File: src/hw/rtl/fcla_pkg.sv
// Shared types, constants and helpers for the fragment chain local aligner.
package fcla_pkg;

  // Accumulator width for chain plus gap cost before saturation
  localparam int ACC_W = 40;

  // Configuration register indexes
  localparam logic [1:0] REG_ROW_OPEN   = 2'd0;
  localparam logic [1:0] REG_ROW_EXTEND = 2'd1;
  localparam logic [1:0] REG_COL_OPEN   = 2'd2;
  localparam logic [1:0] REG_COL_EXTEND = 2'd3;

  typedef enum logic [7:0] {
    ST_LOAD      = 8'b0000_0001,
    ST_SCAN      = 8'b0000_0010,
    ST_TOTAL     = 8'b0000_0100,
    ST_WRITE     = 8'b0000_1000,
    ST_NEXT      = 8'b0001_0000,
    ST_TRACE_RD  = 8'b0010_0000,
    ST_TRACE_LD  = 8'b0100_0000,
    ST_TRACE_OUT = 8'b1000_0000
  } state_t;

  // Commands from controller to datapath
  typedef struct packed {
    logic load;
    logic start_set;
    logic scan_start;
    logic advance;
    logic total;
    logic write;
    logic trace_init;
    logic trace_rd;
    logic trace_load;
    logic load_none;
    logic clear;
  } cmd_t;

  // Status from datapath to controller
  typedef struct packed {
    logic scan_done;
    logic first;
    logic next_found;
    logic best_valid;
    logic out_last;
  } sts_t;

  // Saturate an accumulator value to 32-bit signed
  function automatic logic signed [31:0] sat32(input logic signed [ACC_W-1:0] v);
    logic signed [ACC_W-1:0] hi;
    logic signed [ACC_W-1:0] lo;
    hi = $signed({{(ACC_W-32){1'b0}}, 32'h7fff_ffff});
    lo = $signed({{(ACC_W-32){1'b1}}, 32'h8000_0000});
    if (v > hi) begin
      return 32'sh7fff_ffff;
    end else if (v < lo) begin
      return 32'sh8000_0000;
    end else begin
      return v[31:0];
    end
  endfunction

endpackage

File: src/hw/rtl/fcla_ctrl.sv
// Controller state machine: sequences loading, chain scans and trace output.
module fcla_ctrl (
  input  logic              clk,
  input  logic              rst,
  input  logic              s_valid,
  input  logic              s_last,
  output logic              s_ready,
  output logic              m_valid,
  input  logic              m_ready,
  output fcla_pkg::cmd_t    cmd,
  input  fcla_pkg::sts_t    sts
);

  fcla_pkg::state_t state;
  fcla_pkg::state_t state_next;

  always_ff @(posedge clk) begin
    if (rst) begin
      state <= fcla_pkg::ST_LOAD;
    end else begin
      state <= state_next;
    end
  end

  // Next state and command decode
  always_comb begin
    state_next = state;
    cmd        = '0;
    s_ready    = 1'b0;
    m_valid    = 1'b0;
    case (state)
      fcla_pkg::ST_LOAD: begin
        s_ready = 1'b1;
        if (s_valid) begin
          cmd.load = 1'b1;
          if (s_last) begin
            cmd.start_set  = 1'b1;
            cmd.scan_start = 1'b1;
            state_next     = fcla_pkg::ST_SCAN;
          end
        end
      end
      fcla_pkg::ST_SCAN: begin
        if (sts.scan_done) begin
          state_next = sts.first ? fcla_pkg::ST_NEXT : fcla_pkg::ST_TOTAL;
        end
      end
      fcla_pkg::ST_TOTAL: begin
        cmd.total  = 1'b1;
        state_next = fcla_pkg::ST_WRITE;
      end
      fcla_pkg::ST_WRITE: begin
        cmd.write  = 1'b1;
        state_next = fcla_pkg::ST_NEXT;
      end
      fcla_pkg::ST_NEXT: begin
        if (sts.next_found) begin
          cmd.advance    = 1'b1;
          cmd.scan_start = 1'b1;
          state_next     = fcla_pkg::ST_SCAN;
        end else if (sts.best_valid) begin
          cmd.trace_init = 1'b1;
          state_next     = fcla_pkg::ST_TRACE_RD;
        end else begin
          cmd.load_none = 1'b1;
          state_next    = fcla_pkg::ST_TRACE_OUT;
        end
      end
      fcla_pkg::ST_TRACE_RD: begin
        cmd.trace_rd = 1'b1;
        state_next   = fcla_pkg::ST_TRACE_LD;
      end
      fcla_pkg::ST_TRACE_LD: begin
        cmd.trace_load = 1'b1;
        state_next     = fcla_pkg::ST_TRACE_OUT;
      end
      fcla_pkg::ST_TRACE_OUT: begin
        m_valid = 1'b1;
        if (m_ready) begin
          if (sts.out_last) begin
            cmd.clear  = 1'b1;
            state_next = fcla_pkg::ST_LOAD;
          end else begin
            state_next = fcla_pkg::ST_TRACE_RD;
          end
        end
      end
      default: begin
        state_next = fcla_pkg::ST_LOAD;
      end
    endcase
  end

endmodule

File: config.mk
export PLATFORM = sky130hd
export DESIGN_NAME = fcla_ctrl
export DESIGN_NICKNAME = d
export VERILOG_FILES = /design/src/hw/rtl/fcla_pkg.sv /design/src/hw/rtl/fcla_ctrl.sv
export SDC_FILE = /design/constraint.sdc
export NUM_CORES = 1
export LEC_CHECK = 0
export ABC_AREA = 1
export BUFFER_PORTS_ARGS = -buffer_cell sky130_fd_sc_hd__buf_2
export CORE_MARGIN = 8
export CORE_UTILIZATION = 40
export CTS_CLUSTER_SIZE = 20
export DETAILED_ROUTE_END_ITERATION = 10
export PLACE_DENSITY_LB_ADDON = 0.08
export SYNTH_ARGS = -nofsm -noshare
export SYNTH_HDL_FRONTEND = slang
export SYNTH_SLANG_ARGS = --single-unit
File: constraint.sdc
create_clock -name clk -period 1.45 [get_ports clk]
set_input_delay 0.29 -clock clk [delete_from_list [all_inputs] [get_ports clk]]
set_output_delay 0.29 -clock clk [all_outputs]
set_load 0.02 [all_outputs]
==> summary.json, run 1 <==
{
  "final_setup_margin_ns": -0.162,
  "core_region_area_sq_mm": 0.00165,
  "place.gp.congestion": 0.753,
  "grt_usage": 0.112,
  "cts.root.buffer_cell": "sky130_fd_sc_hd__clkbuf_4",
  "first_global_vias": 791,
  "ys_warn_count": 0,
  "critPathCaptureType": "primary output",
  "drc": 0,
  "detailed_place_hpwl_mm": 1.34,
  "fin_setup_tns_ns": -0.839,
  "worst_setup_path_start_kind": "flip-flop",
  "via_count": 756,
  "p_per_area_mw_per_mm2": 527,
  "hold_path.startpoint": "sts[3]",
  "timing.fmax_ghz": 0.620,
  "placementRows": 15,
  "clock_latency_reported_for_the_late_side_of_the_worst_skew_pair_ns": 0.26,
  "cts.sink_count": 8,
  "drt.antenna.violating_nets": 0,
  "worst_slew_margin_rel": 0.874,
  "timing.critical_path.from": "state[2]",
  "setup_viol_count_final": 13,
  "path_cells": "inv_2, nand2_4, nor2_4, nand2_4, inv_2, nand2_2, o21ai_2, buf_6",
  "routedWlPerCell_um": 11.1,
  "initial_utilization": 0.409,
  "leakage_power_summed_over_all_cells_nw": 0.638,
  "r2r_start": "state[4]",
  "die_height_um": 57.1,
  "critical_path.slowest_cell": "sky130_fd_sc_hd__dfxtp_2",
  "antenna_found_initial": 0,
  "vdd_ir_drop_max_mv": 0.367,
  "firstDrtPassIters": 4,
  "detail_route.wirelength_mm": 1.80,
  "cell_family_with_the_largest_share_of_critical_path_delay": "simple AND/OR/NAND/NOR gates",
  "num_io_pins": 23,
  "cap_viol_max_count": 0,
  "preCtsSetupSlack_ns": 0.0241,
  "post_route_cells_drive_above_1_share": 0.671,
  "numCtsBuffers": 3,
  "fin_cells": 163,
  "run_status": "finished with violations",
  "post_synth.cell_area_avg_sq_um": 6.56,
  "finalCritPeriodShare": 1.11,
  "largest_registers": "state (8)",
  "grt_overflow_total": 0,
  "grt_pass1_wl_mm": 3.04,
  "total_of_fill_cells_in_the_finished_design": 153,
  "violated_checks": "negative setup slack",
  "mapped_area_sq_um": 676,
  "largest_reg_flops": 8,
  "grt_max_degree": 7,
  "slew_violations": 0,
  "most_common_cell_after_layout_fill_and_taps_aside": "sky130_fd_sc_hd__nand2_1",
  "chipWidth_um": 57.1,
  "rsz_0062_raised_after_global_routing": "true",
  "ys_seq_elements": 8,
  "tightestPinTransition_ns": 0.188,
  "worst-endpoint-required_ns": 1.16,
  "timing.critical_path.buf_inv": 3,
  "clk_pin_slew_ns": 0.06,
  "worstHoldPathType": "in2reg",
  "num-nets-final": 158,
  "tritoncts": "built",
  "synth.net_count": 113,
  "flow.area_growth_from_synthesis_pct": 68.5,
  "top_register": "state",
  "synthCells": 103,
  "drt_first_iter_violations": 9,
  "timing.final.crit_period_ns": 1.61,
  "timing_worst_setup_path_type": "reg2out",
  "avgViaCountPerCell": 4.64,
  "synth_seq_area_share": 0.237,
  "antennaDiodeCount": 0,
  "worst_hold_slack_ns": 0.278,
  "cts_max_level": 1,
  "finalHoldViolCount": 0,
  "buffer_ports.inserted": 22,
  "place.detailed.instances": 142,
  "die_area_sq_mm": 0.00326,
  "most-common-layout-cells": "sky130_fd_sc_hd__nand2_1 (19), sky130_fd_sc_hd__buf_4 (17), sky130_fd_sc_hd__buf_6 (14)",
  "finClkSkew_ns": 0.0103,
  "final-seq-area_sq_um": 169,
  "cp_max_fo": 4,
  "power.total_uw": 600,
  "multi_input_area_sq_um": 498,
  "post_synth_num_cell_types": 21,
  "worst_ep_arrival_time_ns": 1.32,
  "crit_path_max_incr_delay_ns": 0.33,
  "cts-root-to-sink-buffers": 2
}
-- final timing paths --
kind | end | slack, ns | cells after the start
worst max register to register | state[4] | 0.01 | 11
worst max-delay path | cmd[8] | -0.16 | 8
worst min register to register | state[6] | 0.61 | 4
worst min-delay path | state[2] | 0.28 | 4
-- cell families (layout without fill, tap and decap cells) --
logic type,Yosys count,after routing,synth area share
DFF,8,8,0.237
AOI/OAI and AO/OA,7,7,0.0648
and+or+nand+nor,64,64,0.565
buffers and inverters,24,67,0.133
-- per-stage QoR --
stage                     instance area (sq um)   util
after global placement                      810  0.490
after CTS                                  1030  0.623
after detailed placement                    810  0.490
final                                      1140  0.689
after floorplan                             678      -
after global routing                       1140  0.689
-- timing repair --
item                                    in CTS  in global routing
setup buffers                               11                  7
pin swaps                                    9                  6
gates resized for setup                     41                 17
hold buffers                                 0                  0
endpoints found under the setup margin      12                 13
endpoints found under the hold margin        0                  0
-- tightest hold or removal path: stages --
cell and delay [ns]:
sky130_fd_sc_hd__buf_2 0.09, sky130_fd_sc_hd__nor2_1 0.04, sky130_fd_sc_hd__nand2_1 0.06, sky130_fd_sc_hd__nor2_1 0.03
-- cell usage after synthesis --
| cell | instances | share of area |
|---|---|---|
| sky130_fd_sc_hd__nand2_1 | 19 | 0.11 |
| sky130_fd_sc_hd__nor2_1 | 18 | 0.10 |
| sky130_fd_sc_hd__inv_1 | 13 | 0.072 |
| sky130_fd_sc_hd__inv_2 | 10 | 0.056 |
| sky130_fd_sc_hd__dfxtp_1 | 8 | 0.24 |
| sky130_fd_sc_hd__nand2_2 | 7 | 0.065 |
| sky130_fd_sc_hd__nand2_4 | 6 | 0.10 |
| sky130_fd_sc_hd__nor2_2 | 3 | 0.028 |
| sky130_fd_sc_hd__nor2_4 | 3 | 0.050 |
| sky130_fd_sc_hd__nor3_2 | 3 | 0.044 |
| sky130_fd_sc_hd__o21ai_1 | 3 | 0.022 |
| sky130_fd_sc_hd__a21oi_1 | 1 | 0.0074 |
| sky130_fd_sc_hd__clkinv_1 | 1 | 0.0056 |
| sky130_fd_sc_hd__nand3_1 | 1 | 0.0074 |
| sky130_fd_sc_hd__nand3b_2 | 1 | 0.017 |
| sky130_fd_sc_hd__nand4_1 | 1 | 0.0093 |
| sky130_fd_sc_hd__nor2_8 | 1 | 0.030 |
| sky130_fd_sc_hd__o211a_1 | 1 | 0.015 |
| sky130_fd_sc_hd__o21ai_0 | 1 | 0.0074 |
| sky130_fd_sc_hd__o21ai_2 | 1 | 0.013 |
| sky130_fd_sc_hd__or2_2 | 1 | 0.0093 |
-- per-layer routing --
layer | routed length [um] | track usage
met3 | 93 | 0.0200
met2 | 835 | 0.194
met4 | 44 | 0.0705
met5 | 0 | 0
met1 | 830 | 0.121
-- report_power, final --
part / internal, mW / total (mW) / switching (mW) / leakage [nW]
clock network: 0.0950 / 0.175 / 0.0803 / 0.0138
logic: 0.0865 / 0.195 / 0.109 / 0.556
registers: 0.226 / 0.230 / 0.00417 / 0.0675
total: 0.407 / 0.600 / 0.193 / 0.638
-- area by class of cell --
type | count | area share
tap | 17 | 0.0187
timing repair buffer | 40 | 0.290
multi-input combinational | 71 | 0.437
inverter | 24 | 0.0857
sequential | 8 | 0.148
clock buffer | 3 | 0.0198
Power figures use the tool's default switching activity.
==> run 2, diff against run 1 <==
==> constraint.sdc (replaced) <==
create_clock -name clk -period 1.45 [get_ports clk]
set_input_delay 0.0725 -clock clk [delete_from_list [all_inputs] [get_ports clk]]
set_output_delay 0.0725 -clock clk [all_outputs]
set_load 0.02 [all_outputs]
==> run 2 against run 1 <==
  * The flow now finishes without violations
  * Sequential power hardly changed
  * Register-to-register slack better by 0.14 ns
  * Clock skew is 0.0056 ns lower
  * Setup slack better by 0.22 ns
  * Via count is 9.7% lower
  * Sequential cell count stayed put
  * Count of clock-buffer cells in the layout stayed put
  * Critical path type unchanged
  * Critical endpoint is now cmd[0]
==> summary.json, run 2 (synthesis gave the netlist of run 1 again) <==
{
  "run_status": "complete, no violations",
  "core_region_area": {"value": 0.00165, "unit": "sq mm", "change": "unchanged"},
  "vdd_ir_drop_max": {"value": 0.491, "unit": "mV", "change": "+34%"},
  "firstDrtPassIters": {"value": 3, "change": "-1"},
  "antenna_found_initial": {"value": 0, "change": "unchanged"},
  "worst_hold_slack": {"value": 0.0739, "unit": "ns", "change": "-0.204 ns"},
  "worstHoldPathType": "in2reg",
  "drt_first_iter_violations": {"value": 7, "change": "-2"},
  "tightestPinTransition": {"value": 0.190, "unit": "ns", "change": "+0.00252 ns"},
  "top_register": "state",
  "rsz_0062_raised_after_global_routing": "true",
  "finalCritPeriodShare": {"value": 0.959, "change": "-0.152"},
  "largest_reg_flops": {"value": 8, "change": "unchanged"},
  "grt_pass1_wl": {"value": 2.95, "unit": "mm", "change": "-2.9%"},
  "first_global_vias": {"value": 733, "change": "-7.3%"},
  "finClkSkew": {"value": 0.00473, "unit": "ns", "change": "-0.00557 ns"},
  "most-common-layout-cells": "sky130_fd_sc_hd__nand2_1 (19), sky130_fd_sc_hd__buf_2 (19), sky130_fd_sc_hd__nor2_1 (17)",
  "post_route_cells_drive_above_1_share": {"value": 0.548, "change": "-0.123"},
  "die_area": {"value": 0.00326, "unit": "sq mm", "change": "unchanged"},
  "flow.area_growth_from_synthesis_pct": 36.3,
  "leakage_power_summed_over_all_cells": {"value": 0.571, "unit": "nW", "change": "-11%"},
  "detail_route.wirelength": {"value": 1.71, "unit": "mm", "change": "-5.0%"},
  "fin_setup_tns": {"value": 0, "unit": "ns", "change": "+0.839 ns"},
  "crit_path_max_incr_delay": {"value": 0.32, "unit": "ns", "change": "about the same"},
  "worst-endpoint-required": {"value": 1.38, "unit": "ns", "change": "+0.22 ns"},
  "initial_utilization": {"value": 0.409, "change": "unchanged"},
  "num-nets-final": {"value": 147, "change": "-7.0%"},
  "critPathCaptureType": "primary output",
  "grt_overflow_total": {"value": 0, "change": "unchanged"},
  "critical_path.slowest_cell": "sky130_fd_sc_hd__dfxtp_2",
  "detailed_place_hpwl": {"value": 1.33, "unit": "mm", "change": "-0.31%"},
  "whs_path_depth": {"value": 2, "change": "-2"},
  "die_height": {"value": 57.1, "unit": "um", "change": "unchanged"},
  "num_io_pins": {"value": 23, "change": "unchanged"},
  "antennaDiodeCount": {"value": 0, "change": "unchanged"},
  "buffer_ports.inserted": {"value": 22, "change": "unchanged"},
  "clk_pin_slew": {"value": 0.06, "unit": "ns", "change": "about the same"},
  "drt.antenna.violating_nets": {"value": 0, "change": "unchanged"},
  "cts-root-to-sink-buffers": {"value": 2, "change": "unchanged"},
  "routedWlPerCell": {"value": 11.3, "unit": "um", "change": "+1.9%"},
  "worst_ep_arrival_time": {"value": 1.32, "unit": "ns", "change": "about the same"},
  "grt_max_degree": {"value": 7, "change": "unchanged"},
  "r2r.worst_path.cells": {"value": 11, "change": "unchanged"},
  "placementRows": {"value": 15, "change": "unchanged"},
  "cap_viol_max_count": {"value": 0, "change": "unchanged"},
  "place.gp.congestion": {"value": 0.760, "change": "+0.90%"},
  "power.total": {"value": 566, "unit": "uW", "change": "-5.8%"},
  "chipWidth": {"value": 57.1, "unit": "um", "change": "unchanged"},
  "tritoncts": "built",
  "worst_slew_margin_rel": {"value": 0.873, "change": "-0.00152"},
  "timing.final.crit_period": {"value": 1.39, "unit": "ns", "change": "-0.221 ns"},
  "cts.sink_count": {"value": 8, "change": "unchanged"},
  "slew_violations": {"value": 0, "change": "unchanged"},
  "cts_hold_buf": {"value": 0, "change": "unchanged"},
  "worst_setup_path_start_kind": "flip-flop",
  "cts.root.buffer_cell": "sky130_fd_sc_hd__clkbuf_4",
  "timing_worst_setup_path_type": "reg2out",
  "avgViaCountPerCell": {"value": 4.49, "change": "-3.1%"},
  "drc": {"value": 0, "change": "unchanged"},
  "timing.fmax": {"value": 0.719, "unit": "GHz", "change": "+16%"},
  "path_cells": "inv_2, nand2_4, nor2_4, nand2_4, inv_2, nand2_2, nor2_1, buf_4",
  "largest_registers": "state (8)",
  "setup_viol_count_final": {"value": 0, "change": "-13"},
  "p_per_area": {"value": 614, "unit": "mW/mm^2", "change": "+16%"},
  "finalHoldViolCount": {"value": 0, "change": "unchanged"},
  "cts_max_level": {"value": 1, "change": "unchanged"},
  "final_setup_margin": {"value": 0.0591, "unit": "ns", "change": "+0.221 ns"},
  "cp_max_fo": {"value": 3, "change": "-1"},
  "clock_latency_reported_for_the_late_side_of_the_worst_skew_pair": {"value": 0.26, "unit": "ns", "change": "about the same"},
  "grt_usage": {"value": 0.113, "change": "+0.000895"},
  "preCtsSetupSlack": {"value": 0.224, "unit": "ns", "change": "+0.200 ns"},
  "numCtsBuffers": {"value": 3, "change": "unchanged"},
  "via_count": {"value": 683, "change": "-9.7%"}
}
## run 2: cell types whose count changed in the layout (fill, tap and decap cells not counted), sizes merged
| cell | change |
|---|---|
| inv | +1 |
| buf | -11 |
| clkinv | -1 |
## run 2: per-layer routing
metal  wire length [um]  track usage  part of all wire  vias up
met4                 44       0.0872             0.026        0
met3                109       0.0510             0.064        5
li1                   -            -                 -      367
met2                791        0.161              0.46       22
met5                  0            0                 0        -
met1                768        0.126              0.45      289
## run 2: critical path: cells and delay by family, from the launching register on
kind / cells / cell delay (ns)
buffers and inverters: 3 / 0.27
and+or+nand+nor: 5 / 0.45
DFF: 1 / 0.32
## run 2: report_power, final
| part | total [mW] | internal (mW) | switching, mW |
|---|---|---|---|
| clock | 0.179 | 0.0953 | 0.0840 |
| sequential | 0.229 | 0.226 | 0.00383 |
| combinational | 0.157 | 0.0611 | 0.0958 |
| total | 0.566 | 0.382 | 0.184 |
## run 2: final timing paths
kind,startpoint,to,slack [ns]
worst max-delay path,state[1],cmd[0],0.06
worst min register to register,state[2],state[3],0.61
worst min-delay path,rst,state[4],0.07
worst max register to register,state[1],state[0],0.15
## run 2: what timing repair did
action | in CTS | in global routing
cloned | 0 | 0
endpoints found under the setup margin | 1 | 4
pin swaps | 0 | 6
resized for setup | 1 | 13
buffers inserted | 0 | 7
## run 2: through the flow
| step | util | cells | area [sq um] |
|---|---|---|---|
| detailed placement | 0.489 | 142 | 807 |
| CTS | 0.504 | 145 | 832 |
| global placement | 0.489 | 142 | 807 |
| finish | 0.558 | 152 | 921 |
| floorplan | - | 103 | 676 |
| global route | 0.558 | 152 | 921 |
## run 2: area by class of cell
class,count,area [sq um]
Tap cell,17,21.3
Clock buffer,3,22.5
Fill cell,167,731
Timing Repair Buffer,29,174
Sequential cell,8,165
Multi-Input combinational cell,71,445
Inverter,24,92.6
==> run 3, diff against run 2 <==
--- a/config.mk
+++ b/config.mk
@@ -5,8 +5,8 @@
 export SDC_FILE = /design/constraint.sdc
 export NUM_CORES = 1
 export LEC_CHECK = 0
-export ABC_AREA = 1
 export BUFFER_PORTS_ARGS = -buffer_cell sky130_fd_sc_hd__buf_2
+export CAP_MARGIN = 5
 export CORE_MARGIN = 8
 export CORE_UTILIZATION = 40
 export CTS_CLUSTER_SIZE = 20
==> run 3 against run 2 <==
  * The run now ends with negative setup slack left
  * Register-to-register slack got worse by 0.42 ns
  * Synthesized cell count decreased by 29%
  * Hold slack improved by 0.032 ns
  * Largest power group is now combinational cells
==> summary.json, run 3 <==
{
  "run_status": "finished with violations",
  "violated_checks": "negative setup slack",
  "finalHoldViolCount": {"value": 0, "change": "unchanged"},
  "largest_reg_flops": {"value": 8, "change": "unchanged"},
  "whs_path_depth": {"value": 3, "change": "+1"},
  "most_common_cell_after_layout_fill_and_taps_aside": "sky130_fd_sc_hd__buf_4",
  "power.total": {"value": 1.52, "unit": "mW", "change": "+170%"},
  "p_per_area": {"value": 1400, "unit": "mW/mm^2", "change": "+130%"},
  "worst_setup_path_start_kind": "flip-flop",
  "grt_usage": {"value": 0.150, "change": "+0.0376"},
  "leakage_power_summed_over_all_cells": {"value": 0.516, "unit": "nW", "change": "-9.6%"},
  "num_io_pins": {"value": 23, "change": "unchanged"},
  "grt_pass1_wl": {"value": 3.22, "unit": "mm", "change": "+8.9%"},
  "cell_type_with_the_largest_total_area_after_synthesis": "sky130_fd_sc_hd__dfxtp_1",
  "cts.sink_count": {"value": 8, "change": "unchanged"},
  "most_repeated_cell_in_the_gate_level_netlist_after_synthesis": "sky130_fd_sc_hd__nor2_1",
  "cts_max_level": {"value": 1, "change": "unchanged"},
  "worst_hold_slack": {"value": 0.106, "unit": "ns", "change": "+0.0320 ns"},
  "most_numerous_cell_types_in_the_synthesized_netlist": "sky130_fd_sc_hd__nor2_1 (9), sky130_fd_sc_hd__dfxtp_1 (8), sky130_fd_sc_hd__inv_1 (7)",
  "finClkSkew": {"value": 0.00843, "unit": "ns", "change": "+0.00370 ns"},
  "core_region_area": {"value": 0.00132, "unit": "sq mm", "change": "-20%"},
  "drc": {"value": 0, "change": "unchanged"},
  "synth_seq_area_share": {"value": 0.283, "change": "+0.0455"},
  "post_synth_num_cell_types": {"value": 30, "change": "+43%"},
  "routedWlPerCell": {"value": 15.3, "unit": "um", "change": "+36%"},
  "detail_route.wirelength": {"value": 2.08, "unit": "mm", "change": "+21%"},
  "power.clock.fraction": {"value": 0.127, "change": "-0.190"},
  "ys_warn_count": {"value": 0, "change": "unchanged"},
  "avgViaCountPerCell": {"value": 5.38, "change": "+20%"},
  "power_frac_comb": {"value": 0.655, "change": "+0.378"},
  "preCtsSetupSlack": {"value": -0.227, "unit": "ns", "change": "-0.452 ns"},
  "worst_ep_arrival_time": {"value": 1.89, "unit": "ns", "change": "+0.57 ns"},
  "worst_r2r_endpoint": "state[6]",
  "critPathCaptureType": "flip-flop",
  "top_register": "state",
  "chipWidth": {"value": 53.6, "unit": "um", "change": "-6.1%"},
  "timing_worst_setup_path_type": "reg2reg",
  "mapped_area": {"value": 567, "unit": "sq um", "change": "-16%"},
  "hold_path.startpoint": "rst",
  "postSynth.asyncResetShare": {"value": 0, "change": "unchanged"},
  "setup_viol_count_final": {"value": 21, "change": "+21"},
  "via_count": {"value": 731, "change": "+7.0%"},
  "design_area": {"value": 0.00109, "unit": "sq mm", "change": "+18%"},
  "buffer_ports.inserted": {"value": 22, "change": "unchanged"},
  "placed_cell_area": {"value": 828, "unit": "sq um", "change": "+2.6%"},
  "multi_input_area": {"value": 480, "unit": "sq um", "change": "+7.9%"},
  "most-common-layout-cells": "sky130_fd_sc_hd__buf_4 (19), sky130_fd_sc_hd__buf_2 (13), sky130_fd_sc_hd__buf_6 (12)",
  "place.gp.congestion": {"value": 0.776, "change": "+2.1%"},
  "r2r_start": "state[6]",
  "worst-endpoint-required": {"value": 1.62, "unit": "ns", "change": "+0.24 ns"},
  "largest_registers": "state (8)",
  "dominant_synthesized_flop_cell": "sky130_fd_sc_hd__dfxtp_1",
  "synthCells": {"value": 73, "change": "-29%"},
  "min_to": "state[0]",
  "final-seq-area": {"value": 181, "unit": "sq um", "change": "+9.8%"},
  "detailed_place_hpwl": {"value": 1.44, "unit": "mm", "change": "+8.0%"},
  "num-nets-final": {"value": 132, "change": "-10%"},
  "p_sw_frac": {"value": 0.414, "change": "+0.0893"},
  "place.detailed.instances": {"value": 122, "change": "-14%"},
  "yosysTopAreaCellShare": {"value": 0.283, "change": "+0.0455"},
  "post_synth.cell_area_avg": {"value": 7.76, "unit": "sq um", "change": "+18%"},
  "slew_violations": {"value": 0, "change": "unchanged"},
  "first_global_vias": {"value": 747, "change": "+1.9%"},
  "synth.net_count": {"value": 83, "change": "-27%"},
  "cts.root.buffer_cell": "sky130_fd_sc_hd__clkbuf_4",
  "placementRows": {"value": 13, "change": "-2"},
  "rsz_0062_raised_after_global_routing": "true",
  "die_area": {"value": 0.00288, "unit": "sq mm", "change": "-12%"},
  "total_of_fill_cells_in_the_finished_design": {"value": 80, "change": "-52%"},
  "finalCritPeriodShare": {"value": 1.19, "change": "+0.229"},
  "timing.fmax": {"value": 0.580, "unit": "GHz", "change": "-19%"},
  "final_setup_margin": {"value": -0.274, "unit": "ns", "change": "-0.333 ns"},
  "worst_slew_margin_rel": {"value": 0.798, "change": "-0.0749"},
  "synth_edf_count": {"value": 0, "change": "unchanged"},
  "drt_first_iter_violations": {"value": 20, "change": "+13"},
  "antennaDiodeCount": {"value": 0, "change": "unchanged"},
  "cp_max_fo": {"value": 5, "change": "+2"},
  "fin_cells": {"value": 136, "change": "-11%"},
  "die_height": {"value": 53.6, "unit": "um", "change": "-6.1%"},
  "tightestPinTransition": {"value": 0.298, "unit": "ns", "change": "+0.108 ns"},
  "timing.final.crit_period": {"value": 1.72, "unit": "ns", "change": "+0.333 ns"},
  "fin_setup_tns": {"value": -3.17, "unit": "ns", "change": "-3.17 ns"},
  "p_seq_frac": {"value": 0.218, "change": "-0.188"},
  "firstDrtPassIters": {"value": 4, "change": "+1"},
  "cts-root-to-sink-buffers": {"value": 2, "change": "unchanged"},
  "utilization": {"value": 0.824, "change": "+0.267"},
  "grt_overflow_total": {"value": 0, "change": "unchanged"},
  "r2r.worst_path.cells": {"value": 5, "change": "-6"},
  "antenna_found_initial": {"value": 0, "change": "unchanged"},
  "tritoncts": "built",
  "grt_max_degree": {"value": 8, "change": "+1"},
  "clock_latency_reported_for_the_late_side_of_the_worst_skew_pair": {"value": 0.26, "unit": "ns", "change": "about the same"},
  "numCtsBuffers": {"value": 3, "change": "unchanged"},
  "cap_viol_max_count": {"value": 0, "change": "unchanged"},
  "ys_seq_elements": {"value": 8, "change": "unchanged"},
  "drt.antenna.violating_nets": {"value": 0, "change": "unchanged"},
  "vdd_ir_drop_max": {"value": 0.894, "unit": "mV", "change": "+82%"},
  "internal_power": {"value": 890, "unit": "uW", "change": "+130%"},
  "clk_pin_slew": {"value": 0.06, "unit": "ns", "change": "about the same"},
  "worstHoldPathType": "in2reg",
  "initial_utilization": {"value": 0.430, "change": "+0.0211"},
  "netlist_top_cells_area": "sky130_fd_sc_hd__dfxtp_1 (28%), sky130_fd_sc_hd__nor4_2 (6.6%), sky130_fd_sc_hd__nor2_1 (6.0%), sky130_fd_sc_hd__and4b_1 (5.3%), sky130_fd_sc_hd__inv_1 (4.6%)",
  "switching_power": {"value": 629, "unit": "uW", "change": "+240%"},
  "r2r_setup_slack": {"value": -0.27, "unit": "ns", "change": "-0.42 ns"},
  "post_route_cells_drive_above_1_share": {"value": 0.636, "change": "+0.0882"},
  "flow.area_growth_from_synthesis_pct": 91.6
}
==> run 3: changes by cell type after synthesis, sizes merged, moves of 3 or more <==
| cell | before | now |
|---|---|---|
| nor2 | 25 | 9 |
| inv | 23 | 7 |
| and4b | 0 | 3 |
| nor4 | 0 | 5 |
| nand2 | 32 | 5 |
==> run 3: what timing repair did <==
action / in CTS / in global routing
pin swaps: 16 / 4
endpoints found under the setup margin: 21 / 21
buffers inserted: 9 / 0
hold endpoints to repair: 1 / 0
cloned: 0 / 0
resized for setup: 33 / 11
hold buffers: 1 / 0
==> run 3: how the worst max path moves through the flow <==
| stage | from | end | slack [ns] | cells past startpoint |
|---|---|---|---|---|
| after floorplan | state[0] | state[6] | -0.13 | 6 |
| after global placement | state[3] | state[0] | -0.20 | 5 |
| after detailed placement | state[3] | state[0] | -0.23 | 5 |
| after CTS | state[3] | cmd[4] | -0.22 | 6 |
| after global routing | state[3] | cmd[4] | -0.34 | 6 |
| final | state[6] | state[6] | -0.27 | 5 |
==> run 3: cells by family after synthesis <==
logic type / synth area share
buffers and inverters: 0.0662
and+or+nand+nor: 0.495
AOI/OAI and AO/OA: 0.141
xor gates and xnor gates: 0.0155
DFF: 0.283
==> run 3: cell type report <==
class | instances | share of cell area
sequential | 8 | 0.167
inverter | 7 | 0.0242
clock buffer | 4 | 0.0242
multi-input combinational | 57 | 0.442
tap | 15 | 0.0173
timing repair buffer | 45 | 0.325
==> run 3: power by group through the flow <==
stage	Combinational, mW	Sequential, mW	Clock [mW]
floorplan	0.455	0.329	0
global placement	0.755	0.331	0
detailed placement	0.765	0.334	0
CTS	0.892	0.323	0.201
global route	1.06	0.340	0.210
finish	0.995	0.332	0.193
==> run 3: worst max-delay path, stage by stage (launching register included) <==
cell and delay (ns):
sky130_fd_sc_hd__dfxtp_1 0.46, sky130_fd_sc_hd__and4b_1 0.27, sky130_fd_sc_hd__buf_6 0.13, sky130_fd_sc_hd__a22o_4 0.24, sky130_fd_sc_hd__or3b_4 0.40, sky130_fd_sc_hd__nor4_2 0.14
==> run 3: per-layer routing <==
metal / vias up / GRT usage / share of wire
li1: 369 / - / -
met1: 335 / 0.176 / 0.43
met2: 25 / 0.254 / 0.49
met3: 2 / 0.0468 / 0.074
met4: 0 / 0.0504 / 0.0038
met5: - / 0 / 0
